**config.mk**
```make
export PLATFORM = sky130hd
export DESIGN_NAME = tkcs_axis_unit
export DESIGN_NICKNAME = d
export VERILOG_FILES = /design/src/rtl/core/tkcs_pkg.sv /design/src/rtl/core/tkcs_axis_unit.sv
export SDC_FILE = /design/constraint.sdc
export NUM_CORES = 1
export LEC_CHECK = 0
export BUFFER_PORTS_ARGS = -buffer_cell sky130_fd_sc_hd__buf_2
export CAP_MARGIN = 30
export CORE_ASPECT_RATIO = 1.1
export CORE_MARGIN = 8
export CORE_UTILIZATION = 60
export DETAILED_ROUTE_END_ITERATION = 6
export HOLD_SLACK_MARGIN = 0.03
export PLACE_DENSITY = 0.79
export SLEW_MARGIN = 15
export SYNTH_ARGS = -nofsm -noshare
export SYNTH_HDL_FRONTEND = slang
export SYNTH_SLANG_ARGS = --single-unit
```
**constraint.sdc**
```tcl
create_clock -name clock -period 7.8 [get_ports clock]
set_input_delay 0.39 -clock clock [delete_from_list [all_inputs] [get_ports clock]]
set_output_delay 0.39 -clock clock [all_outputs]
set_load 0.03 [all_outputs]
```
**src/rtl/core/tkcs_pkg.sv**
```systemverilog
// Shared types, widths, codes and reset values for the toroidal kinematics step.
package tkcs_pkg;

   localparam int MAX_BODIES_DEFAULT = 8;

   localparam int POS_W   = 20;
   localparam int VEL_W   = 21;
   localparam int THR_W   = 10;
   localparam int GAIN_W  = 12;
   localparam int TS_W    = 16;
   localparam int DIM_W   = 12;
   localparam int BCNT_W  = 4;
   localparam int TICK_W  = 32;
   localparam int CMD_W   = 2;
   localparam int ENTRY_W = 3;
   localparam int REGI_W  = 3;

   localparam logic [CMD_W-1:0] CMD_TICK      = 2'd0;
   localparam logic [CMD_W-1:0] CMD_LOAD_BODY = 2'd1;
   localparam logic [CMD_W-1:0] CMD_LOAD_SHIP = 2'd2;

   localparam logic [REGI_W-1:0] REG_ARENA_WIDTH  = 3'd0;
   localparam logic [REGI_W-1:0] REG_ARENA_HEIGHT = 3'd1;
   localparam logic [REGI_W-1:0] REG_ACCEL_GAIN   = 3'd2;
   localparam logic [REGI_W-1:0] REG_TIME_STEP    = 3'd3;
   localparam logic [REGI_W-1:0] REG_BODY_COUNT   = 3'd4;

   localparam logic [DIM_W-1:0]  ARENA_WIDTH_RST  = 12'd800;
   localparam logic [DIM_W-1:0]  ARENA_HEIGHT_RST = 12'd300;
   localparam logic [GAIN_W-1:0] ACCEL_GAIN_RST   = 12'd300;
   localparam logic [TS_W-1:0]   TIME_STEP_RST    = 16'd6554;
   localparam logic [BCNT_W-1:0] BODY_COUNT_RST   = 4'd5;

   typedef struct packed {
      logic [POS_W-1:0]        x;
      logic [POS_W-1:0]        y;
      logic signed [VEL_W-1:0] vx;
      logic signed [VEL_W-1:0] vy;
      logic [POS_W-1:0]        r;
   } body_type;

   typedef enum logic [3:0] {
      ST_IDLE,
      ST_SHIP_MUL,
      ST_SHIP_ADD,
      ST_SHIP_VEL,
      ST_BODY_MUL,
      ST_BODY_ADD,
      ST_BODY_SQ,
      ST_BODY_CMP,
      ST_BODY_SKIP,
      ST_DONE
   } state_type;

endpackage

```
**src/rtl/core/tkcs_axis_unit.sv**
```systemverilog
// One axis mover: registered product of velocity and time step, then add and single wrap.
module tkcs_axis_unit (
   input  logic                                  clock,
   input  logic                                  mul_en,
   input  logic signed [tkcs_pkg::VEL_W-1:0]     vel,
   input  logic        [tkcs_pkg::TS_W-1:0]      time_step,
   input  logic        [tkcs_pkg::POS_W-1:0]     pos,
   input  logic        [tkcs_pkg::DIM_W-1:0]     bound_units,
   output logic        [tkcs_pkg::POS_W-1:0]     next_pos
);

   logic signed [36:0] prod_ff;
   logic signed [36:0] prod_in;
   logic signed [20:0] step;
   logic signed [22:0] sum;
   logic signed [22:0] bound;
   logic signed [22:0] wrapped;

   assign prod_in = vel * $signed({1'b0, time_step});

   always_ff @(posedge clock) begin
      if (mul_en) begin
         prod_ff <= prod_in;
      end
   end

   // Dropping the low sixteen bits of a two's complement value floors it.
   assign step  = prod_ff[36:16];
   assign sum   = $signed({3'b000, pos}) + $signed({{2{step[20]}}, step});
   assign bound = $signed({3'b000, bound_units, 8'h00});

   always_comb begin
      if (sum >= bound) begin
         wrapped = sum - bound;
      end else if (sum < 0) begin
         wrapped = sum + bound;
      end else begin
         wrapped = sum;
      end
   end

   assign next_pos = wrapped[19:0];

endmodule
```
==> run metrics <==
status complete, no violations; core area 24470 sq um; Hold WC Path Type input pin to register; WL/cell 17.73 um; Hold Path Cell Cnt 1; vias in the first global route 12920; syn_nets 2242; ANT cells 0; Root Driver clkbuf_16; cell row count 60; Yosys warning total 0; worst hold margin 638.7 ps; total CTS buffers 3; final WL 36.27 mm; Die Footprint 30260 sq um; count leader, synth inv_1; Worst Tran Pin Value 661.5 ps; final hold violation count 0; total iterations of the first detailed-routing run 7; first-pass GRT wire length 61.05 mm; Worst EP arrival 6560 ps; HP Start mul_en; register bank with the most flops prod_ff; Synth Flop Type edfxtp_1; Avg Cell Area, Syn 8.772 sq um; critical path's slowest cell fa_1; largest net degree at the start of global routing 22; Synth Register Bits 21; final antenna-violating net count 0; asr flop ratio synth 0; quantity of I/O buffers inserted on ports 90; Layout area overhead 4.448%; gpl congestion 0.8900; Remaining DRCs 0; Die W 166.6 um; Required @ worst endpoint 7790 ps; max reg flops 21; Critical Path Fanout Max 21; CP Capture Type register; critical path's most frequent cell fa_1; share of cells above drive strength 1 0.07431; post-synth cell types 71; CP Cell Sequence buf_2, nand2_1, fa_1, inv_1, fa_1, fa_1, fa_1, fa_1, inv_1, fa_1, inv_1, ha_1, a21o_1, a21oi_1, o21bai_1, a21oi_1, o21ai_0, a21o_1, a211oi_2, mux2i_1, nand4_1; critical path class input pin to register; Vias 11490; slew margin rel. 0.5549; Worst Path Buf+Inv 4; Initial Util 0.6115; Final setup violation count 0; Post-DP HPWL 30.38 mm; Die Y 181.6 um; Post-CTS Hold Buffers 0; CTS tree done; most frequent cells after synthesis inv_1 (438), fa_1 (331), nand2_1 (233); max-slew violation count 0; fillcell total 2072; gr ovfl total 0; delay of the slowest critical-path stage 790 ps; Synth area leader fa_1; DR iter-0 viols 673; startpoint types input pin; Bufs on Longest Clock Path 2; area fraction of the dominant cell type after synthesis 0.4428; GRT Total Usage 0.2473; Clock Sinks 21; post-CTS setup repair buffer count 0; synth top area cells fa_1 (44%), ha_1 (11%), inv_1 (11%), nand2_1 (5.8%), and2_1 (5.7%); Tcrit/Tclk final 0.8426; RSZ-0062 raised after global routing false; EDFF count, synth 21; total of max-cap violations 0; max frequency 152.2 MHz; Cell Area, Synth 14960 sq um; Largest regs prod_ff: 21 flops; post-route minimum period 6572 ps; setup tns final 0 ps; Clock Pin Slew Worst Setup and Hold Paths 60 ps; Worst Hold End prod_ff[17]; num ports 91; initial antenna violation count 0; cell family with most CP delay adder cells; vias per cell 5.613; cts repair resizes 0; NumNets Final 2273; sequential share of the synthesized area 0.04214; Max H-tree Level 1; Synth Instances 1706
## cells in the final DEF, fill, tap and decap left out, drive strengths merged, types with 8 or more instances in the layout
cell / synthesis / final
o211ai: 8 / 8
o21ai: 34 / 34
a21oi: 59 / 59
ha: 134 / 134
or3: 13 / 13
and2: 137 / 137
fa: 331 / 331
a21o: 18 / 18
xor2: 15 / 15
nand4: 9 / 9
nor3: 10 / 10
nand3: 11 / 11
o21bai: 8 / 8
xnor2: 35 / 35
nor2: 38 / 38
edfxtp: 21 / 21
buf: 4 / 90
nand2: 233 / 233
a211oi: 8 / 8
nor2b: 8 / 8
inv: 438 / 438
## metal layers
layer | wire length, um | GRT usage
met5 | 0 | 0
met4 | 1706 | 0.1114
met3 | 2280 | 0.02646
met2 | 18360 | 0.4538
met1 | 13930 | 0.2875
## logic make-up after synthesis
| group | share of synthesized area |
|---|---|
| buffers and inverters | 0.1269 |
| AND/OR/NAND/NOR | 0.1550 |
| adder cells (fa/ha/maj) | 0.5548 |
| AO/OA/AOI/OAI | 0.08880 |
| XOR/XNOR | 0.02926 |
| flip-flops | 0.04214 |
| multiplexers | 0.003010 |
## stage by stage
step	instances	area [sq um]	util	setup slack [ps]
2_1_floorplan	1706	14960	-	1642
3_3_place_gp	2042	15550	0.6353	1162
3_5_place_dp	2042	15550	0.6353	1018
4_1_cts	2046	15630	0.6387	1257
5_1_grt	2046	15630	0.6387	890.1
6_report	2046	15630	0.6387	1228
## area by class of cell
type                            instances  area (sq um)  area share
Multi-Input combinational cell       1183         12430      0.7955
Inverter                              438          1644      0.1052
Tap cell                              310         387.9     0.02482
Sequential cell                        21         630.6     0.04035
Clock buffer                            3         75.07    0.004803
Timing Repair Buffer                   90         450.4     0.02882
Clock inverter                          1         7.507   0.0004803
## worst max-delay path by stage
| stage | start | end | slack [ps] | cells after the start |
|---|---|---|---|---|
| 2_1_floorplan | vel[20] | prod_ff[36] | 1640 | 22 |
| 3_3_place_gp | time_step[2] | prod_ff[36] | 1160 | 21 |
| 3_5_place_dp | time_step[9] | prod_ff[36] | 1020 | 20 |
| 4_1_cts | time_step[9] | prod_ff[36] | 1260 | 20 |
| 5_1_grt | time_step[9] | prod_ff[36] | 890 | 22 |
| 6_report | time_step[2] | prod_ff[36] | 1230 | 21 |
Power is left out: the tool's default activity adds up to more than one toggle a clock period on the data nets, which glitch-free logic cannot reach.
