==> src/rtl/core/tkcs_pkg.sv <==
// Shared types, widths, codes and reset values for the toroidal kinematics step.
package tkcs_pkg;

   localparam int MAX_BODIES_DEFAULT = 8;

   localparam int POS_W   = 20;
   localparam int VEL_W   = 21;
   localparam int THR_W   = 10;
   localparam int GAIN_W  = 12;
   localparam int TS_W    = 16;
   localparam int DIM_W   = 12;
   localparam int BCNT_W  = 4;
   localparam int TICK_W  = 32;
   localparam int CMD_W   = 2;
   localparam int ENTRY_W = 3;
   localparam int REGI_W  = 3;

   localparam logic [CMD_W-1:0] CMD_TICK      = 2'd0;
   localparam logic [CMD_W-1:0] CMD_LOAD_BODY = 2'd1;
   localparam logic [CMD_W-1:0] CMD_LOAD_SHIP = 2'd2;

   localparam logic [REGI_W-1:0] REG_ARENA_WIDTH  = 3'd0;
   localparam logic [REGI_W-1:0] REG_ARENA_HEIGHT = 3'd1;
   localparam logic [REGI_W-1:0] REG_ACCEL_GAIN   = 3'd2;
   localparam logic [REGI_W-1:0] REG_TIME_STEP    = 3'd3;
   localparam logic [REGI_W-1:0] REG_BODY_COUNT   = 3'd4;

   localparam logic [DIM_W-1:0]  ARENA_WIDTH_RST  = 12'd800;
   localparam logic [DIM_W-1:0]  ARENA_HEIGHT_RST = 12'd300;
   localparam logic [GAIN_W-1:0] ACCEL_GAIN_RST   = 12'd300;
   localparam logic [TS_W-1:0]   TIME_STEP_RST    = 16'd6554;
   localparam logic [BCNT_W-1:0] BODY_COUNT_RST   = 4'd5;

   typedef struct packed {
      logic [POS_W-1:0]        x;
      logic [POS_W-1:0]        y;
      logic signed [VEL_W-1:0] vx;
      logic signed [VEL_W-1:0] vy;
      logic [POS_W-1:0]        r;
   } body_type;

   typedef enum logic [3:0] {
      ST_IDLE,
      ST_SHIP_MUL,
      ST_SHIP_ADD,
      ST_SHIP_VEL,
      ST_BODY_MUL,
      ST_BODY_ADD,
      ST_BODY_SQ,
      ST_BODY_CMP,
      ST_BODY_SKIP,
      ST_DONE
   } state_type;

endpackage

==> src/rtl/core/tkcs_cell.sv <==
// One body cell of the rotating chain: holds a body and passes it on when shifted.
module tkcs_cell (
   input  logic               clock,
   input  logic               load_en,
   input  tkcs_pkg::body_type load_body,
   input  logic               shift_en,
   input  tkcs_pkg::body_type shift_in,
   output tkcs_pkg::body_type body_out
);

   tkcs_pkg::body_type body_ff;
   tkcs_pkg::body_type body_in;

   always_comb begin
      body_in = body_ff;
      if (load_en) begin
         body_in = load_body;
      end else if (shift_en) begin
         body_in = shift_in;
      end
   end

   always_ff @(posedge clock) begin
      body_ff <= body_in;
   end

   assign body_out = body_ff;

endmodule

==> config.mk <==
export PLATFORM = sky130hd
export DESIGN_NAME = tkcs_cell
export DESIGN_NICKNAME = d
export VERILOG_FILES = /design/src/rtl/core/tkcs_pkg.sv /design/src/rtl/core/tkcs_cell.sv
export SDC_FILE = /design/constraint.sdc
export NUM_CORES = 1
export LEC_CHECK = 0
export BUFFER_PORTS_ARGS = -buffer_cell sky130_fd_sc_hd__buf_4
export CAP_MARGIN = 30
export CORE_AREA = 2 2 121 123
export CTS_CLUSTER_DIAMETER = 80
export DETAILED_ROUTE_END_ITERATION = 6
export DIE_AREA = 0 0 123 125
export PLACE_DENSITY = 0.66
export RECOVER_POWER = 100
export SLEW_MARGIN = 20
export SYNTH_ARGS = -nofsm -noshare
export SYNTH_HDL_FRONTEND = slang
export SYNTH_SLANG_ARGS = --single-unit
==> constraint.sdc <==
create_clock -name clock -period 2.5 [get_ports clock]
set_input_delay 0.5 -clock clock [delete_from_list [all_inputs] [get_ports clock]]
set_output_delay 0.5 -clock clock [all_outputs]
set_load 0.01 [all_outputs]
==> results of run 1 <==
critical path: stages:
cell      delay [ps]
clkbuf_1         340
clkbuf_2         660
mux2_2           410
cell type report:
cell class                      count  area [sq um]
Clock buffer                       11           233
Clock inverter                      5          50.0
Fill cell                        1364          7500
Multi-Input combinational cell    103          1150
Sequential cell                   102          3060
Tap cell                          184           230
Timing Repair Buffer              312          1970
layer usage:
| metal | wire length, um | share of wire |
|---|---|---|
| met1 | 3860 | 0.33 |
| met5 | 0 | 0 |
| met2 | 6280 | 0.53 |
| met3 | 1400 | 0.12 |
| met4 | 211 | 0.018 |
worst max-delay path by stage:
stage	start	end	slack (ps)	cells past startpoint
floorplan	load_en	body_out[0]	480	3
global placement	load_en	body_out[49]	840	3
detailed placement	load_en	body_out[12]	790	3
CTS	body_out[65]	body_out[65]	1050	1
global route	load_en	body_out[96]	550	3
finish	load_en	body_out[49]	660	3
stage by stage:
stage / worst slack (ps) / cells / util / power [W]
3_3_place_gp: 840 / 701 / 0.480 / 0.00304
2_1_floorplan: 483 / 216 / - / 0.00249
3_5_place_dp: 795 / 701 / 0.480 / 0.00306
5_1_grt: 547 / 717 / 0.472 / 0.00440
6_report: 658 / 717 / 0.472 / 0.00422
4_1_cts: 1050 / 717 / 0.500 / 0.00443
kinds of logic (layout without fill, tap and decap cells):
logic type    Yosys count  count (layout)  synth area share
buf+inv                11             328            0.0235
simple gates            1               1           0.00145
mux                   102             102             0.266
flops                 102             102             0.709
placed cells by master (no fill, tap or decap), drive strengths merged:
cell and count:
buf 208, clkbuf 115, mux2 102, edfxtp 102
clkinv 4, or2 1, bufinv 1
power breakdown:
group | switching, W | total [W] | internal, W
registers | 0.0000489 | 0.00215 | 0.00210
logic | 0.000316 | 0.000706 | 0.000390
clock network | 0.000597 | 0.00137 | 0.000769
==> flow_summary.toml, run 1 <==
[setup_path]
cp.arrival_ps = 1930
worstPathRequired_ps = 2590
path_max_fanout = 29
critPathLaunchType = "primary input"
crit_type = "in2reg"
cp-end-kind = "flop"

[cells_and_area]
diodes = 0
largest_reg_flops = 102
syn_to_final_growth_pct = 55.1
final_area_sq_um = 6700
final_nets = 735
drive_above_1_share = 0.606

[synthesis]
synthesis.nets = 423
synthesis.area_sq_um = 4320
syn_inst = 216
synthTopCellsByCount = "102 x edfxtp_1, 102 x mux2_2, 7 x buf_6"
yosys_warnings = 0
synthFlopType = "edfxtp_1"
syn-mean-instance-area_sq_um = 20.0
synthArstFlopShare = 0
yosysTopAreaCell = "edfxtp_1"
synth_edf_count = 102
synth-seq-cells = 102
ys_seq_area_frac = 0.709
yosysTopAreaCellShare = 0.709
yosys-top-cells-area = "edfxtp_1 71%, mux2_2 27%, buf_6 1.8%"
ys_types = 6

[floorplan]
num_rows = 44
chipWidth_um = 123
dieArea_sq_um = 15400
initial_core_util = 0.304
ioPinCount = 309
die-height_um = 125
core_area_sq_um = 14200

[timing]
relSlewSlack = 0.370
worst_pin_slew_ps = 944
setup-violations-final = 0
finalCriticalPeriod_ps = 1840
fin_tns_setup_ps = 0
min_period_over_period = 0.737
drv_slew = 0
hold_viol = 0
fmax_mhz = 543
rsz0062_at_grt = "false"
hold_ws_ps = 455

[grt]
first_global_vias = 3393
grt_use_total = 0.147
grt.met2_usage = 0.273
grt-ovfl-total = 0
grt-busiest-layer = "met2"
antenna_found_initial = 0
grt_max_degree = 103
grt_first_pass_wirelength_um = 16900
use_met1 = 0.143
met3_usage = 0.0566

[detailed_routing]
drt_first_pass_iters = 4
avgViaCountPerCell = 4.39
ant_nets = 0
drt_iter0_markers = 137
routed_wl_um = 11800
vias = 3150
drc = 0
wire_per_inst_um = 16.4

[place]
placed_area_sq_um = 6820
io_buffers = 308
dp_hpwl_um = 8930
finalWeightedCongestion = 0.721

[clocking]
path_clk_slew_ps = 70
root_buffer = "clkbuf_16"
cts_hold_buf = 0
post_cts_resize_count = 0
cts_tree = "yes"
cts_buffer_depth = 2
cts_max_level = 3
numCtsBuffers = 9
postCtsSetupRepairBufs = 0
cts.sinks = 102

[pwr]
ir_worst_vdd_mv = 0.272
power_density_nw_per_um2 = 630
p_leak_nw = 2.71

[flow_run]
maxCapViolCount = 0

[min_path]
hold_class = "in2reg"
whs_path_depth = 2
hp-start = "shift_in[89]"
min_to = "body_out[89]"

[outcome]
outcome = "complete, no violations"
Power figures use the tool's default switching activity.
==> run 2, diff against run 1 <==
ABC_AREA = 1   (was unset)
CORE_AREA = 2 2 119 121   (was 2 2 121 123)
DIE_AREA = 0 0 121 123   (was 0 0 123 125)
clock period = 1.72 ns   (was 2.5 ns; I/O delays follow)
==> flow_summary.toml, run 2 <==
[clocking]
cts_max_level = 3
cts_tree = "yes"
cts.sinks = 102
post_cts_resize_count = 0
numCtsBuffers = 9
postCtsSetupRepairBufs = 0
cts_hold_buf = 0
path_clk_slew_ps = 70
cts_buffer_depth = 2
root_buffer = "clkbuf_16"

[timing]
finalCriticalPeriod_ps = 1430
setup-violations-final = 0
hold_viol = 0
fmax_mhz = 697
worst_pin_slew_ps = 587
min_period_over_period = 0.834
drv_slew = 0
relSlewSlack = 0.609
rsz0062_at_grt = "false"

[grt]
grt_max_degree = 103
met3_usage = 0.0457
grt-ovfl-total = 0
first_global_vias = 3892
grt.met2_usage = 0.304
grt-busiest-layer = "met2"
grt_first_pass_wirelength_um = 19000
antenna_found_initial = 0
use_met1 = 0.177
grt_use_total = 0.166

[min_path]
min_to = "body_out[87]"
whs_path_depth = 3
hp-start = "shift_in[87]"
hold_class = "in2reg"

[pwr]
ir_worst_vdd_mv = 0.435
power_w = 0.00612
p_leak_nw = 3.23
power_density_nw_per_um2 = 909

[synthesis]
yosysTopAreaCellShare = 0.696
yosys_warnings = 0
syn_inst = 433
ys_types = 6
ys_seq_area_frac = 0.696
synthFlopType = "edfxtp_1"
synthArstFlopShare = 0
synthTopCellsByCount = "306 x nand2_1, 102 x edfxtp_1, 13 x buf_2"
synth_most_common_cell = "nand2_1"
synthesis.area_sq_um = 4400
yosys-top-cells-area = "edfxtp_1 70%, nand2_1 26%, buf_6 2.6%"
synthesis.nets = 640
synth-seq-cells = 102
yosysTopAreaCell = "edfxtp_1"
synth_edf_count = 102
syn-mean-instance-area_sq_um = 10.2

[setup_path]
worstPathRequired_ps = 1680
path_max_fanout = 46
crit_type = "in2reg"
critPathLaunchType = "primary input"
cp-end-kind = "flop"
cp.arrival_ps = 1400

[outcome]
outcome = "complete, no violations"

[cells_and_area]
syn_to_final_growth_pct = 53.0
drive_above_1_share = 0.302
multi_input_area_sq_um = 1150
finalCoreUtilization = 0.494
diodes = 0
largest_reg_flops = 102
seq_area_sq_um = 3060
final_cell_mix = "306 x nand2_1, 207 x buf_4, 105 x clkbuf_1"
final_nets = 941
layout_commonest_cell = "nand2_1"
num-fill-cells = 1352

[detailed_routing]
drt_first_pass_iters = 4
routed_wl_um = 12900
vias = 3998
drt_iter0_markers = 188
drc = 0
ant_nets = 0
avgViaCountPerCell = 4.35
wire_per_inst_um = 14.0

[place]
finalWeightedCongestion = 0.831
io_buffers = 308
dp_hpwl_um = 9930

[floorplan]
dieArea_sq_um = 14900
initial_core_util = 0.323
chipWidth_um = 121
die-height_um = 123
num_rows = 43
core_area_sq_um = 13600
ioPinCount = 309

[flow_run]
maxCapViolCount = 0
[run 2: report_power, final]
| part | total [W] | switching (W) | internal [W] |
|---|---|---|---|
| clock | 0.00193 | 0.000818 | 0.00112 |
| sequential | 0.00313 | 0.0000738 | 0.00305 |
| combinational | 0.00106 | 0.000566 | 0.000491 |
[run 2: worst max path at each step]
stage                            start           end  slack, ps  cells after the start
after floorplan                load_en   body_out[0]         -3                      3
after global placement         load_en  body_out[51]        250                      3
after detailed placement       load_en  body_out[54]        230                      3
after CTS                 body_out[12]  body_out[12]        430                      1
after global routing           load_en  body_out[54]        230                      3
final                          load_en  body_out[54]        290                      3
[run 2: area by class of cell]
class,instances,area share
multi-input combinational,307,0.172
sequential,102,0.455
inverter,1,0.000558
clock inverter,5,0.00744
tap,180,0.0335
timing repair buffer,313,0.297
clock buffer,11,0.0346
[run 2: cell families after synthesis]
kind of cell / count (synthesis) / synth area share
and+or+nand+nor: 307 / 0.263
DFF: 102 / 0.696
buffers and inverters: 24 / 0.0412
[run 2: worst max-delay path, cell delays in order]
cell and delay (ps):
clkbuf_1 230, or2_0 260, buf_4 520
[run 2: per-layer routing]
| metal | wire length, um | vias up | part of all wire |
|---|---|---|---|
| met1 | 4630 | 1808 | 0.36 |
| met5 | 0 | - | 0 |
| met2 | 6810 | 183 | 0.53 |
| met3 | 1150 | 21 | 0.089 |
| met4 | 317 | 0 | 0.025 |
| li1 | - | 1986 | - |
[run 2: stage by stage]
stage | hold slack, ps | cells | cell area [sq um] | setup TNS [ps] | setup slack (ps)
global placement | 607 | 903 | 6840 | 0 | 245
CTS | 255 | 919 | 7120 | 0 | 425
global route | 260 | 919 | 6730 | 0 | 227
finish | 272 | 919 | 6730 | 0 | 286
floorplan | 523 | 433 | 4410 | -301 | -2.95
detailed placement | 612 | 903 | 6840 | 0 | 226
